--- config.mk ---
export PLATFORM = sky130hd
export DESIGN_NAME = morse_keyer_segment_generator_core
export DESIGN_NICKNAME = d
export VERILOG_FILES = /design/src/rtl/core/mksg_pkg.sv /design/src/rtl/core/mksg_front.sv /design/src/rtl/core/mksg_queue.sv /design/src/rtl/core/mksg_back.sv /design/src/rtl/core/morse_keyer_segment_generator_core.sv
export VERILOG_INCLUDE_DIRS = /design/src /design/src/rtl/core
export SDC_FILE = /design/constraint.sdc
export NUM_CORES = 1
export LEC_CHECK = 0
export BUFFER_PORTS_ARGS = -buffer_cell sky130_fd_sc_hd__buf_2
export CORE_ASPECT_RATIO = 0.7
export CORE_UTILIZATION = 55
export CTS_CLUSTER_DIAMETER = 60
export CTS_CLUSTER_SIZE = 20
export DETAILED_ROUTE_END_ITERATION = 10
export GPL_ROUTABILITY_DRIVEN = 0
export PLACE_DENSITY = 0.75
export SYNTH_ARGS = -nofsm -noshare
export SYNTH_HDL_FRONTEND = slang
export SYNTH_SLANG_ARGS = --single-unit
--- constraint.sdc ---
create_clock -name clk -period 10 [get_ports clk]
set_clock_uncertainty 0.2 [all_clocks]
set_input_delay 0.5 -clock clk [delete_from_list [all_inputs] [get_ports clk]]
set_output_delay 0.5 -clock clk [all_outputs]
set_load 0.02 [all_outputs]
--- src/rtl/core/morse_keyer_segment_generator_core_assert.svh ---
// Assertion macros shared by the keyer core modules.
// Each macro expects clk and rst_n in scope.
`ifndef MORSE_KEYER_SEGMENT_GENERATOR_CORE_ASSERT_SVH
`define MORSE_KEYER_SEGMENT_GENERATOR_CORE_ASSERT_SVH

`ifndef SYNTH

// Consequent must hold in the same cycle as the antecedent
`define MKSG_ASSERT_NOW(lbl, ant, con) \
    lbl: assert property (@(posedge clk) disable iff (!rst_n) (ant) |-> (con)) \
        else $error("assertion failed");

// Consequent must hold in the cycle after the antecedent
`define MKSG_ASSERT_NEXT(lbl, ant, con) \
    lbl: assert property (@(posedge clk) disable iff (!rst_n) (ant) |=> (con)) \
        else $error("assertion failed");

`else

`define MKSG_ASSERT_NOW(lbl, ant, con)
`define MKSG_ASSERT_NEXT(lbl, ant, con)

`endif

`endif

--- src/rtl/core/mksg_pkg.sv ---
`timescale 1ns / 1ps

package mksg_pkg;

    // Dit length limits and reset value (ms)
    localparam logic [7:0] DIT_MIN   = 8'd40;
    localparam logic [7:0] DIT_MAX   = 8'd150;
    localparam logic [7:0] DIT_RESET = 8'd60;

    // Multiples of a dit
    localparam logic [14:0] DAH_DITS      = 15'd3;
    localparam logic [14:0] CHAR_GAP_DITS = 15'd5;
    localparam logic [14:0] WORD_GAP_DITS = 15'd7;

    localparam logic [5:0] LETTER_COUNT = 6'd26;

    // Operation codes
    localparam logic OP_CHAR = 1'b0;
    localparam logic OP_LONG = 1'b1;

    // Symbol counts, A..Z then 0..9
    localparam logic [2:0] SYM_LEN [0:35] = '{
        3'd2, 3'd4, 3'd4, 3'd3, 3'd1, 3'd4, 3'd3, 3'd4, 3'd2, 3'd4, 3'd3, 3'd4, 3'd2,
        3'd2, 3'd3, 3'd4, 3'd4, 3'd3, 3'd3, 3'd1, 3'd3, 3'd4, 3'd3, 3'd4, 3'd4, 3'd4,
        3'd5, 3'd5, 3'd5, 3'd5, 3'd5, 3'd5, 3'd5, 3'd5, 3'd5, 3'd5
    };

    // Symbols, first in bit 0; a set bit is a dah
    localparam logic [4:0] SYM_BITS [0:35] = '{
        5'h02, 5'h01, 5'h05, 5'h01, 5'h00, 5'h04, 5'h03, 5'h00, 5'h00, 5'h0E,
        5'h0A, 5'h02, 5'h03, 5'h01, 5'h07, 5'h06, 5'h0B, 5'h02, 5'h00, 5'h01,
        5'h04, 5'h08, 5'h06, 5'h09, 5'h0D, 5'h03,
        5'h1F, 5'h1E, 5'h1C, 5'h18, 5'h10, 5'h00, 5'h01, 5'h03, 5'h07, 5'h0F
    };

    // Classified item passed from front to back; n_sym of zero marks a
    // character with no Morse code
    typedef struct packed {
        logic        is_long;
        logic [2:0]  n_sym;
        logic [4:0]  sym_bits;
        logic        eom;
        logic [14:0] long_ms;
    } mksg_desc_t;

    // Head of the queue as seen by the back end
    typedef struct packed {
        logic       valid;
        mksg_desc_t desc;
    } mksg_head_t;

endpackage

--- src/rtl/core/mksg_front.sv ---
`timescale 1ns / 1ps

module mksg_front
(
    input  logic              in_valid,
    output logic              in_stall,
    input  logic              operation,
    input  logic [7:0]        char_code,
    input  logic              end_of_message,
    input  logic [14:0]       long_ms,
    input  logic              q_full,
    output logic              push,
    output mksg_pkg::mksg_desc_t desc
);

    logic [7:0] ch_up;
    logic       is_letter;
    logic       is_digit;
    logic [5:0] pos;

    // Fold case and find the table position
    always_comb
    begin
        ch_up = char_code;
        if (char_code inside {[8'h61:8'h7A]})
        begin
            ch_up = char_code - 8'd32;
        end
        is_letter = ch_up inside {[8'h41:8'h5A]};
        is_digit  = ch_up inside {[8'h30:8'h39]};
        pos       = '0;
        if (is_letter)
        begin
            pos = 6'(ch_up - 8'h41);
        end
        else if (is_digit)
        begin
            pos = 6'(ch_up - 8'h30) + mksg_pkg::LETTER_COUNT;
        end
    end

    // Build the descriptor
    always_comb
    begin
        desc.is_long  = (operation == mksg_pkg::OP_LONG);
        desc.eom      = end_of_message;
        desc.long_ms  = long_ms;
        desc.n_sym    = '0;
        desc.sym_bits = '0;
        if (is_letter || is_digit)
        begin
            desc.n_sym    = mksg_pkg::SYM_LEN[pos];
            desc.sym_bits = mksg_pkg::SYM_BITS[pos];
        end
    end

    assign in_stall = q_full;
    assign push     = in_valid && !q_full;

endmodule

--- src/rtl/core/mksg_queue.sv ---
`timescale 1ns / 1ps

module mksg_queue
(
    input  logic                 clk,
    input  logic                 rst_n,
    input  logic                 push,
    input  mksg_pkg::mksg_desc_t push_desc,
    input  logic                 pop,
    output logic                 full,
    output mksg_pkg::mksg_head_t head
);

    `include "morse_keyer_segment_generator_core_assert.svh"

    mksg_pkg::mksg_desc_t mem_reg [2];
    logic       wr_ptr_reg, wr_ptr_next;
    logic       rd_ptr_reg, rd_ptr_next;
    logic [1:0] cnt_reg, cnt_next;

    // Pointer and fill count update
    always_comb
    begin
        wr_ptr_next = push ? !wr_ptr_reg : wr_ptr_reg;
        rd_ptr_next = pop ? !rd_ptr_reg : rd_ptr_reg;
        cnt_next    = cnt_reg;
        if (push && !pop)
        begin
            cnt_next = cnt_reg + 2'd1;
        end
        else if (pop && !push)
        begin
            cnt_next = cnt_reg - 2'd1;
        end
    end

    always_ff @(posedge clk or negedge rst_n)
    begin
        if (!rst_n)
        begin
            wr_ptr_reg <= 1'b0;
            rd_ptr_reg <= 1'b0;
            cnt_reg    <= '0;
        end
        else
        begin
            wr_ptr_reg <= wr_ptr_next;
            rd_ptr_reg <= rd_ptr_next;
            cnt_reg    <= cnt_next;
        end
    end

    // Storage
    always_ff @(posedge clk)
    begin
        if (push)
        begin
            mem_reg[wr_ptr_reg] <= push_desc;
        end
    end

    assign full       = cnt_reg[1];
    assign head.valid = (cnt_reg != 2'd0);
    assign head.desc  = mem_reg[rd_ptr_reg];

    `MKSG_ASSERT_NOW(a_cnt_bound, 1'b1, cnt_reg <= 2'd2)
    `MKSG_ASSERT_NOW(a_pop_nonempty, pop, cnt_reg != 2'd0)
    `MKSG_ASSERT_NEXT(a_push_counts, push && !pop, cnt_reg != 2'd0)

endmodule

--- src/rtl/core/mksg_back.sv ---
`timescale 1ns / 1ps

module mksg_back
(
    input  logic                 clk,
    input  logic                 rst_n,
    input  logic [7:0]           dit,
    input  mksg_pkg::mksg_head_t head,
    output logic                 pop,
    output logic                 out_valid,
    input  logic                 out_stall,
    output logic                 key_down,
    output logic [14:0]          duration_ms,
    output logic                 last
);

    `include "morse_keyer_segment_generator_core_assert.svh"

    logic [3:0]  idx_reg, idx_next;
    logic        out_valid_reg, out_valid_next;
    logic        key_down_reg;
    logic [14:0] duration_reg;
    logic        last_reg;

    logic [14:0] d1, d3, d5, d7;
    logic [3:0]  body;
    logic        load;
    logic        seg_down;
    logic [14:0] seg_ms;
    logic        seg_last;

    // Dit multiples
    always_comb
    begin
        d1 = {7'd0, dit};
        d3 = d1 * mksg_pkg::DAH_DITS;
        d5 = d1 * mksg_pkg::CHAR_GAP_DITS;
        d7 = d1 * mksg_pkg::WORD_GAP_DITS;
    end

    // Segment at the current step of the head item
    always_comb
    begin
        body     = (head.desc.n_sym == 3'd0) ? 4'd1 : {head.desc.n_sym, 1'b0};
        seg_down = 1'b0;
        seg_ms   = d7;
        seg_last = 1'b1;
        if (head.desc.is_long)
        begin
            if (idx_reg == 4'd0)
            begin
                seg_down = 1'b1;
                seg_ms   = head.desc.long_ms;
                seg_last = 1'b0;
            end
        end
        else if (idx_reg < body)
        begin
            seg_last = 1'b0;
            if (head.desc.n_sym == 3'd0)
            begin
                seg_ms = d5;
            end
            else if (!idx_reg[0])
            begin
                seg_down = 1'b1;
                seg_ms   = head.desc.sym_bits[idx_reg[3:1]] ? d3 : d1;
            end
            else
            begin
                seg_ms = d1;
            end
        end
        else if (idx_reg == body)
        begin
            seg_ms   = d5;
            seg_last = !head.desc.eom;
        end
    end

    // Step and output register control
    always_comb
    begin
        load           = head.valid && (!out_valid_reg || !out_stall);
        pop            = load && seg_last;
        idx_next       = idx_reg;
        out_valid_next = out_valid_reg && out_stall;
        if (load)
        begin
            idx_next       = seg_last ? 4'd0 : idx_reg + 4'd1;
            out_valid_next = 1'b1;
        end
    end

    always_ff @(posedge clk or negedge rst_n)
    begin
        if (!rst_n)
        begin
            idx_reg       <= '0;
            out_valid_reg <= 1'b0;
        end
        else
        begin
            idx_reg       <= idx_next;
            out_valid_reg <= out_valid_next;
        end
    end

    // Output payload
    always_ff @(posedge clk)
    begin
        if (load)
        begin
            key_down_reg <= seg_down;
            duration_reg <= seg_ms;
            last_reg     <= seg_last;
        end
    end

    assign out_valid   = out_valid_reg;
    assign key_down    = key_down_reg;
    assign duration_ms = duration_reg;
    assign last        = last_reg;

    `MKSG_ASSERT_NOW(a_idx_bound, 1'b1, idx_reg <= 4'd11)
    `MKSG_ASSERT_NOW(a_long_steps, head.valid && head.desc.is_long, idx_reg <= 4'd1)
    `MKSG_ASSERT_NEXT(a_pop_restarts, pop, idx_reg == 4'd0)

endmodule

--- src/rtl/core/morse_keyer_segment_generator_core.sv ---
`timescale 1ns / 1ps

// Channel   Direction  Handshake               Payload
// input     in         in_valid / in_stall     operation, char_code, end_of_message, long_ms
// result    out        out_valid / out_stall   key_down, duration_ms, last
// config    in         cfg_wr_en               cfg_wr_data (dit length, clamped 40..150)
//
// The back end emits one segment per cycle while the queue holds an item and
// out_stall is low; an item has 2 segments for a long signal, 2 to 12 for a character.
// The front classifies in the transfer cycle and a two-entry queue decouples
// it; an item's first segment goes through the queue, then the output register.
// Reset sets the dit length to 60 ms and empties the queue and output stage.
// in_stall rises only while the queue is full; out_stall holds the output
// register and stops the back end, blocking new transfers once the queue fills.

module morse_keyer_segment_generator_core
(
    input  logic        clk,
    input  logic        rst_n,
    input  logic        cfg_wr_en,
    input  logic [7:0]  cfg_wr_data,
    input  logic        in_valid,
    output logic        in_stall,
    input  logic        operation,
    input  logic [7:0]  char_code,
    input  logic        end_of_message,
    input  logic [14:0] long_ms,
    output logic        out_valid,
    input  logic        out_stall,
    output logic        key_down,
    output logic [14:0] duration_ms,
    output logic        last
);

    `include "morse_keyer_segment_generator_core_assert.svh"

    logic [7:0]           dit_reg, dit_next;
    logic                 push;
    logic                 pop;
    logic                 q_full;
    mksg_pkg::mksg_desc_t desc;
    mksg_pkg::mksg_head_t head;

    // Dit length register with clamping
    always_comb
    begin
        dit_next = dit_reg;
        if (cfg_wr_en)
        begin
            if (cfg_wr_data < mksg_pkg::DIT_MIN)
            begin
                dit_next = mksg_pkg::DIT_MIN;
            end
            else if (cfg_wr_data > mksg_pkg::DIT_MAX)
            begin
                dit_next = mksg_pkg::DIT_MAX;
            end
            else
            begin
                dit_next = cfg_wr_data;
            end
        end
    end

    always_ff @(posedge clk or negedge rst_n)
    begin
        if (!rst_n)
        begin
            dit_reg <= mksg_pkg::DIT_RESET;
        end
        else
        begin
            dit_reg <= dit_next;
        end
    end

    mksg_front u_front
    (
        .in_valid       (in_valid),
        .in_stall       (in_stall),
        .operation      (operation),
        .char_code      (char_code),
        .end_of_message (end_of_message),
        .long_ms        (long_ms),
        .q_full         (q_full),
        .push           (push),
        .desc           (desc)
    );

    mksg_queue u_queue
    (
        .clk       (clk),
        .rst_n     (rst_n),
        .push      (push),
        .push_desc (desc),
        .pop       (pop),
        .full      (q_full),
        .head      (head)
    );

    mksg_back u_back
    (
        .clk         (clk),
        .rst_n       (rst_n),
        .dit         (dit_reg),
        .head        (head),
        .pop         (pop),
        .out_valid   (out_valid),
        .out_stall   (out_stall),
        .key_down    (key_down),
        .duration_ms (duration_ms),
        .last        (last)
    );

    `MKSG_ASSERT_NOW(a_dit_range, 1'b1, dit_reg >= mksg_pkg::DIT_MIN && dit_reg <= mksg_pkg::DIT_MAX)

endmodule

After elaboration in Yosys (flattened, before gate mapping)
Memories as Yosys holds them, arrays and structs flattened. Cells that the tools add are included.

RAM bits: 50. Memories kept: 3. Output and inout port bits: 19. Bits in registers: 34. ROM bits: 512. Logic and storage cells: 93.

Memories: (name not given) (words 64, width 5, read ports 1, clocked after memory_dff 0, write ports 0, RTL line mksg_front.sv:53) `desc.sym_bits = mksg_pkg::SYM_BITS[pos];`; (name not given) (words 64, width 3, read ports 1, clocked after memory_dff 0, write ports 0, RTL line mksg_front.sv:52) `desc.n_sym = mksg_pkg::SYM_LEN[pos];`; u_queue.mem_reg (words 2, width 25, read ports 1, clocked after memory_dff 0, write ports 1, RTL line mksg_queue.sv:16) `mksg_pkg::mksg_desc_t mem_reg [2];`.

$add $sub $neg: 7. Order comparisons: 11. $mul: 3. Bitwise logic cells: 1. Mux-type cells: 35. Equality and inequality tests: 1. Reductions and logical operators: 23.

Operators with widths (number): two-way mux 15 bit (5); two-way mux 8 bit (4); multiplier 8 x 3 -> 11 bit (second input constant) (2); >= comparator 8 x 7 -> 1 bit (second input constant) (2); less-or-equal comparator 8 x 7 -> 1 bit (second input constant) (2); two-way mux 1 bit (13); two-way mux 6 bit (2); two-way mux 11 bit (1); multiplier 8 x 2 -> 10 bit (second input constant) (1); two-way mux 10 bit (1); two-way mux 5 bit (2); logical AND 1 bit (9); >= comparator 8 x 6 -> 1 bit (second input constant) (1); greater-than comparator 8 bit (second input constant) (1); less-or-equal comparator 8 x 6 -> 1 bit (second input constant) (1); zero test 1 bit (8); less-than comparator 8 x 6 -> 1 bit (second input constant) (1); two-way mux 4 bit (2); subtractor 8 x 6 -> 8 bit (second input constant) (1); >= comparator 7 bit (second input constant) (1); inverter 6 -> 7 bit (1); adder 6 x 5 -> 6 bit (second input constant) (1); two-way mux 3 bit (2); subtractor 6 x 1 -> 6 bit (second input constant) (1); other kinds (13) (16).

Longest topological paths before layout
Word-level depth: 12. Depth in mapped cells: 16. Gate-level depth less buffers: 14.

By module
A second synthesis with hierarchy kept.

Cells, all modules: 548. Area total of the unflattened synthesis: 6160.9 um^2.

By module, submodules not included: mksg_back (cells an instance 254, area each 2462.4 um^2, times used 1, sequential area each 635.6 um^2); mksg_queue (cells an instance 93, area each 2088.3 um^2, times used 1, sequential area each 1601.5 um^2); mksg_front (cells an instance 160, area each 1192.4 um^2, times used 1, sequential area each 0.0 um^2); morse_keyer_segment_generator_core (cells an instance 41, area each 417.9 um^2, times used 1, sequential area each 205.2 um^2).

Worst setup path after synthesis
No wires, ideal clock.

Path kind: input to register. Start: input char_code[1]. End: memory u_queue.mem_reg[0][23] (netlist name), data pin. Buffers on the path: 1. Slack: 6.372 ns. Cell stages on the path: 12. Library setup time: 0.268 ns. Arrival time: 3.161 ns. Cells stage by stage: inv_1 > ha_1 > or4b_4 > o21a_4 > a211oi_4 > a22o_1 > buf_2 > inv_1 > ha_1 > o21ai_2 > nand2_1 > a2111o_1.

RTL lines: start: declaration (RTL line morse_keyer_segment_generator_core.sv:25) `input logic [7:0] char_code,`; end: declaration (RTL line mksg_queue.sv:16).

Worst setup path in the final report
Start: register u_queue.rd_ptr_reg. End: register u_back.duration_reg[7] (netlist: u_back.duration_ms[7]), data pin.

Cells in the longest elaborated chain, start to end: 8.

Ends and longest elaborated chain: start: declaration (RTL line mksg_queue.sv:18) `logic rd_ptr_reg, rd_ptr_next;`; start signal: assignment (RTL line mksg_queue.sv:48) `rd_ptr_reg <= rd_ptr_next;`; memory read (2 x 25 bit) (*); binary-select mux 1 bit (select 3 bit) (RTL line mksg_back.sv:67) `seg_ms = head.desc.sym_bits[idx_reg[3:1]] ? d3 : d1;`; two-way mux 1 bit (not written as such) (RTL line mksg_back.sv:67); two-way mux 10 bit (RTL line mksg_back.sv:67); two-way mux 15 bit (RTL line mksg_back.sv:64) `else if (!idx_reg[0])`; two-way mux 15 bit (RTL line mksg_back.sv:60) `if (head.desc.n_sym == 3'd0)`; two-way mux 15 bit (RTL line mksg_back.sv:57) `else if (idx_reg < body)`; two-way mux 15 bit (*) (RTL line mksg_back.sv:48) `if (head.desc.is_long)`; net u_back.seg_ms[7] (RTL line mksg_back.sv:29) `logic [14:0] seg_ms;`; end signal: assignment (RTL line mksg_back.sv:115) `duration_reg <= seg_ms;`; end: declaration (RTL line mksg_back.sv:22) `logic [14:0] duration_reg;`.

The timed path passes the listed nets; every way through them passes the cells marked *. The select of a mux whose other input is x is not followed. A chain may end at the register's enable or synchronous reset.

==> run_results.csv <==
group,metric,value,unit
yosys,synth-seq-cells,84,
finish,largest_reg_flops,50,
drt,via_per_inst,6.14,
clocking,cts.clk_slew.worst_paths,70,ps
sta,finalSetupTns,0,ps
critical_path,path_class,"register to register",
drt,num_vias,4467,
yosys,synth_top_area_share,0.348,
drt,wirelength,13.2,mm
global_route,grt_pass1_vias,4219,
power,powerDensity,266,mW/mm^2
floorplanning,dieArea,0.0109,sq mm
sta,tightest_slew,1220,ps
yosys,ys_types,71,
floorplanning,num_io_pins,57,
critical_path,worstPathRequired,9900,ps
yosys,synth_area_per_cell,10.7,sq um
drt,wl_met1,6.48,mm
yosys,synth_nets,640,
global_route,grtUsageTotal,0.256,
sta,rsz0062_at_grt,"false",
clocking,cts_max_path_buffers,2,
placed_design,io_buffer_count,56,
placed_design,place_inst,711,
placed_design,place_area,0.00619,sq mm
finish,layout-drive-gt1-share,0.168,
clocking,cts_htree_levels,3,
sta,post-route-min-period,4050,ps
critical_path,critPathMaxFanout,25,
finish,multi_input_area,0.00314,sq mm
critical_path,worst_setup_path_start_kind,"register",
power,peakVddDrop,0.151,mV
finish,diodes,0,
drt,routed-wl-met2,5.40,mm
job,cap_viol_max_count,0,
run_status,status,"completed",
yosys,syn_area,0.00578,sq mm
sta,max-slew-margin-rel,0.188,
global_route,grt_overflow,0,
sta,post-route-period-util,0.405,
finish,regArea,0.00244,sq mm
yosys,synth_warnings,0,
yosys,synth_edf_count,67,
drt,drtIter0Drc,384,
drt,routed-wl-met3,1.15,mm
hold_path,hold_path.class,"primary input to register",
yosys,ys_seq_area_frac,0.423,
sta,max_freq,0.247,GHz
drt,ant_nets,0,
clocking,clock_latency,340,ps
floorplanning,die_y,87.8,um
finish,postLayoutCellArea,0.00650,sq mm
yosys,synthArstFlopShare,0.202,
clocking,numCtsBuffers,9,
drt,dr.pass1.iters,5,
clocking,cts_setup_buffers,0,
yosys,syn_inst,539,
finish,nNetsFinal,696,
finish,fin_cells,728,
drt,top_layer,"met4",
sta,setup_violations,0,
sta,hold_violations,0,
global_route,grt_max_degree,26,
finish,syn2layout_area_growth,12.5,%
critical_path,endpoint_kind,"register",
finish,fill_cells,770,
drt,route.detailed.drc,0,
global_route,antenna_found_initial,0,
clocking,cts_tree,"done",
floorplanning,placementRows,30,
power,leakagePower,2.75,nW
yosys,synth_area_leaders,"edfxtp_1 35%, ha_1 11%, dfrtp_1 5.6%, mux2i_1 5.5%, fa_1 3.5%",
drt,routedWlPerCell,18.1,um
finish,fin_util,0.654,
yosys,yosysTopAreaCell,"edfxtp_1",
global_route,grt_pass1_wl,21.6,mm
sta,maxSlewViolCount,0,
yosys,synth_flop_cell,"edfxtp_1",
floorplanning,initial_utilization,0.581,
floorplanning,core,0.00995,sq mm
clocking,cts_root_buf,"clkbuf_16",
critical_path,cp.arrival,3950,ps
floorplanning,die_w,125,um
placed_design,dp_hpwl,9.82,mm
clocking,cts_resized,0,
clocking,cts.sinks,84,
[worst max-delay path: stages, from the launching register on]
cell and delay, ps:
dfrtp_1 340, buf_4 370, mux2i_1 330, nand3_1 310
inv_1 200, ha_1 170, nor2b_1 50, o21ai_0 130
nand2b_1 70, a21oi_1 590, mux2i_1 580, a211oi_1 150
a32o_1 290
[cell type report]
class                   instances  area share
multi-input cells             404       0.483
flip-flops and latches         84       0.376
repair buffers                 62      0.0504
clock buffers                   9      0.0346
well taps                     128      0.0246
inverters                      34      0.0196
clock inverters                 7      0.0125
[logic make-up after synthesis]
logic type      count (synthesis)  share of synthesized area
buf+inv                        51                     0.0364
mux                            36                     0.0671
xor+xnor                       22                     0.0333
simple gates                  128                      0.104
compound gates                155                      0.187
flops                          84                      0.423
fa+ha+maj                      63                      0.149
[path summary, 6_finish.rpt]
| check | from | endpoint | depth (start not counted) | slack, ps |
|---|---|---|---|---|
| worst max register to register | u_queue.rd_ptr_reg | u_back.duration_ms[7] | 12 | 5950 |
| min in group asynchronous | rst_n | u_queue.cnt_reg[0] | 2 | 420 |
| max in group asynchronous | rst_n | dit_reg[5] | 2 | 8850 |
| worst min register to register | u_queue.cnt_reg[1] | u_queue.cnt_reg[1] | 1 | 300 |
| worst max-delay path | u_queue.rd_ptr_reg | u_back.duration_ms[7] | 12 | 5950 |
| worst min-delay path | long_ms[0] | u_queue.mem_reg[0][0] | 1 | 140 |
[through the flow]
step                      power, mW  hold WS (ps)  setup WS (ps)
after CTS                      1.72           132           6050
after global routing           1.83           129           5600
final                          1.73           142           5950
after floorplan                1.13          4.41           6370
after detailed placement       1.36           256           5760
after global placement         1.34           249           5890
[cells in the mapped netlist, types with 3 or more instances]
library cell  instances
edfxtp_1             67
o21a_1                3
nand3b_1              3
nand3_1               4
nand2b_1             10
o22ai_1               7
o21ai_0              32
a32oi_1               3
ha_1                 53
and3_1                3
nor2_1               43
or2_2                 3
o21bai_1              5
a21boi_0              5
xnor2_1              18
o221ai_1              3
a21oi_1              32
dfrtp_1              13
nor2b_1               6
mux2i_1              32
nor3_1                5
nand2_1              43
o31ai_1               6
inv_1                34
dfstp_2               4
a32o_1                3
a211oi_1              9
a21o_1                6
o211ai_1              8
fa_1                 10
clkbuf_1              8
xor2_1                4
buf_2                 6
[cell usage in the layout (no fill, tap or decap), types with 5 or more instances in the layout]
master     netlist  layout
mux2i_1         32      32
clkbuf_16        0       9
buf_2            6      56
inv_1           34      34
o21bai_1         5       5
nor3_1           5       5
a21boi_0         5       5
xnor2_1         18      18
nor2b_1          6       6
o31ai_1          6       6
buf_4            1       5
fa_1            10      10
nand2_1         43      43
ha_1            53      53
edfxtp_1        67      67
a21oi_1         32      31
nand2b_1        10      10
nor2_1          43      42
a21o_1           6       6
o211ai_1         8       8
o21ai_0         32      32
a211oi_1         9       9
dfrtp_1         13      13
o22ai_1          7       7
[repair_timing]
item / 4_1_cts / 5_1_grt
endpoints found under the setup margin: 0 / 0
hold endpoints to repair: 13 / 0
hold buffers: 1 / 0
[power breakdown]
part           total, mW  internal, mW  switching, mW  leakage [nW]
Sequential         0.563         0.509         0.0540         0.836
Clock              0.343         0.197          0.146         0.152
Combinational      0.821         0.309          0.512          1.76
Total               1.73          1.02          0.712          2.75
[metal layers]
| layer | vias up | track usage |
|---|---|---|
| met4 | 0 | 0.0646 |
| met1 | 2142 | 0.390 |
| met3 | 23 | 0.0641 |
| met5 | - | 0 |
| li1 | 2112 | - |
| met2 | 190 | 0.360 |
Power figures use the tool's default switching activity.
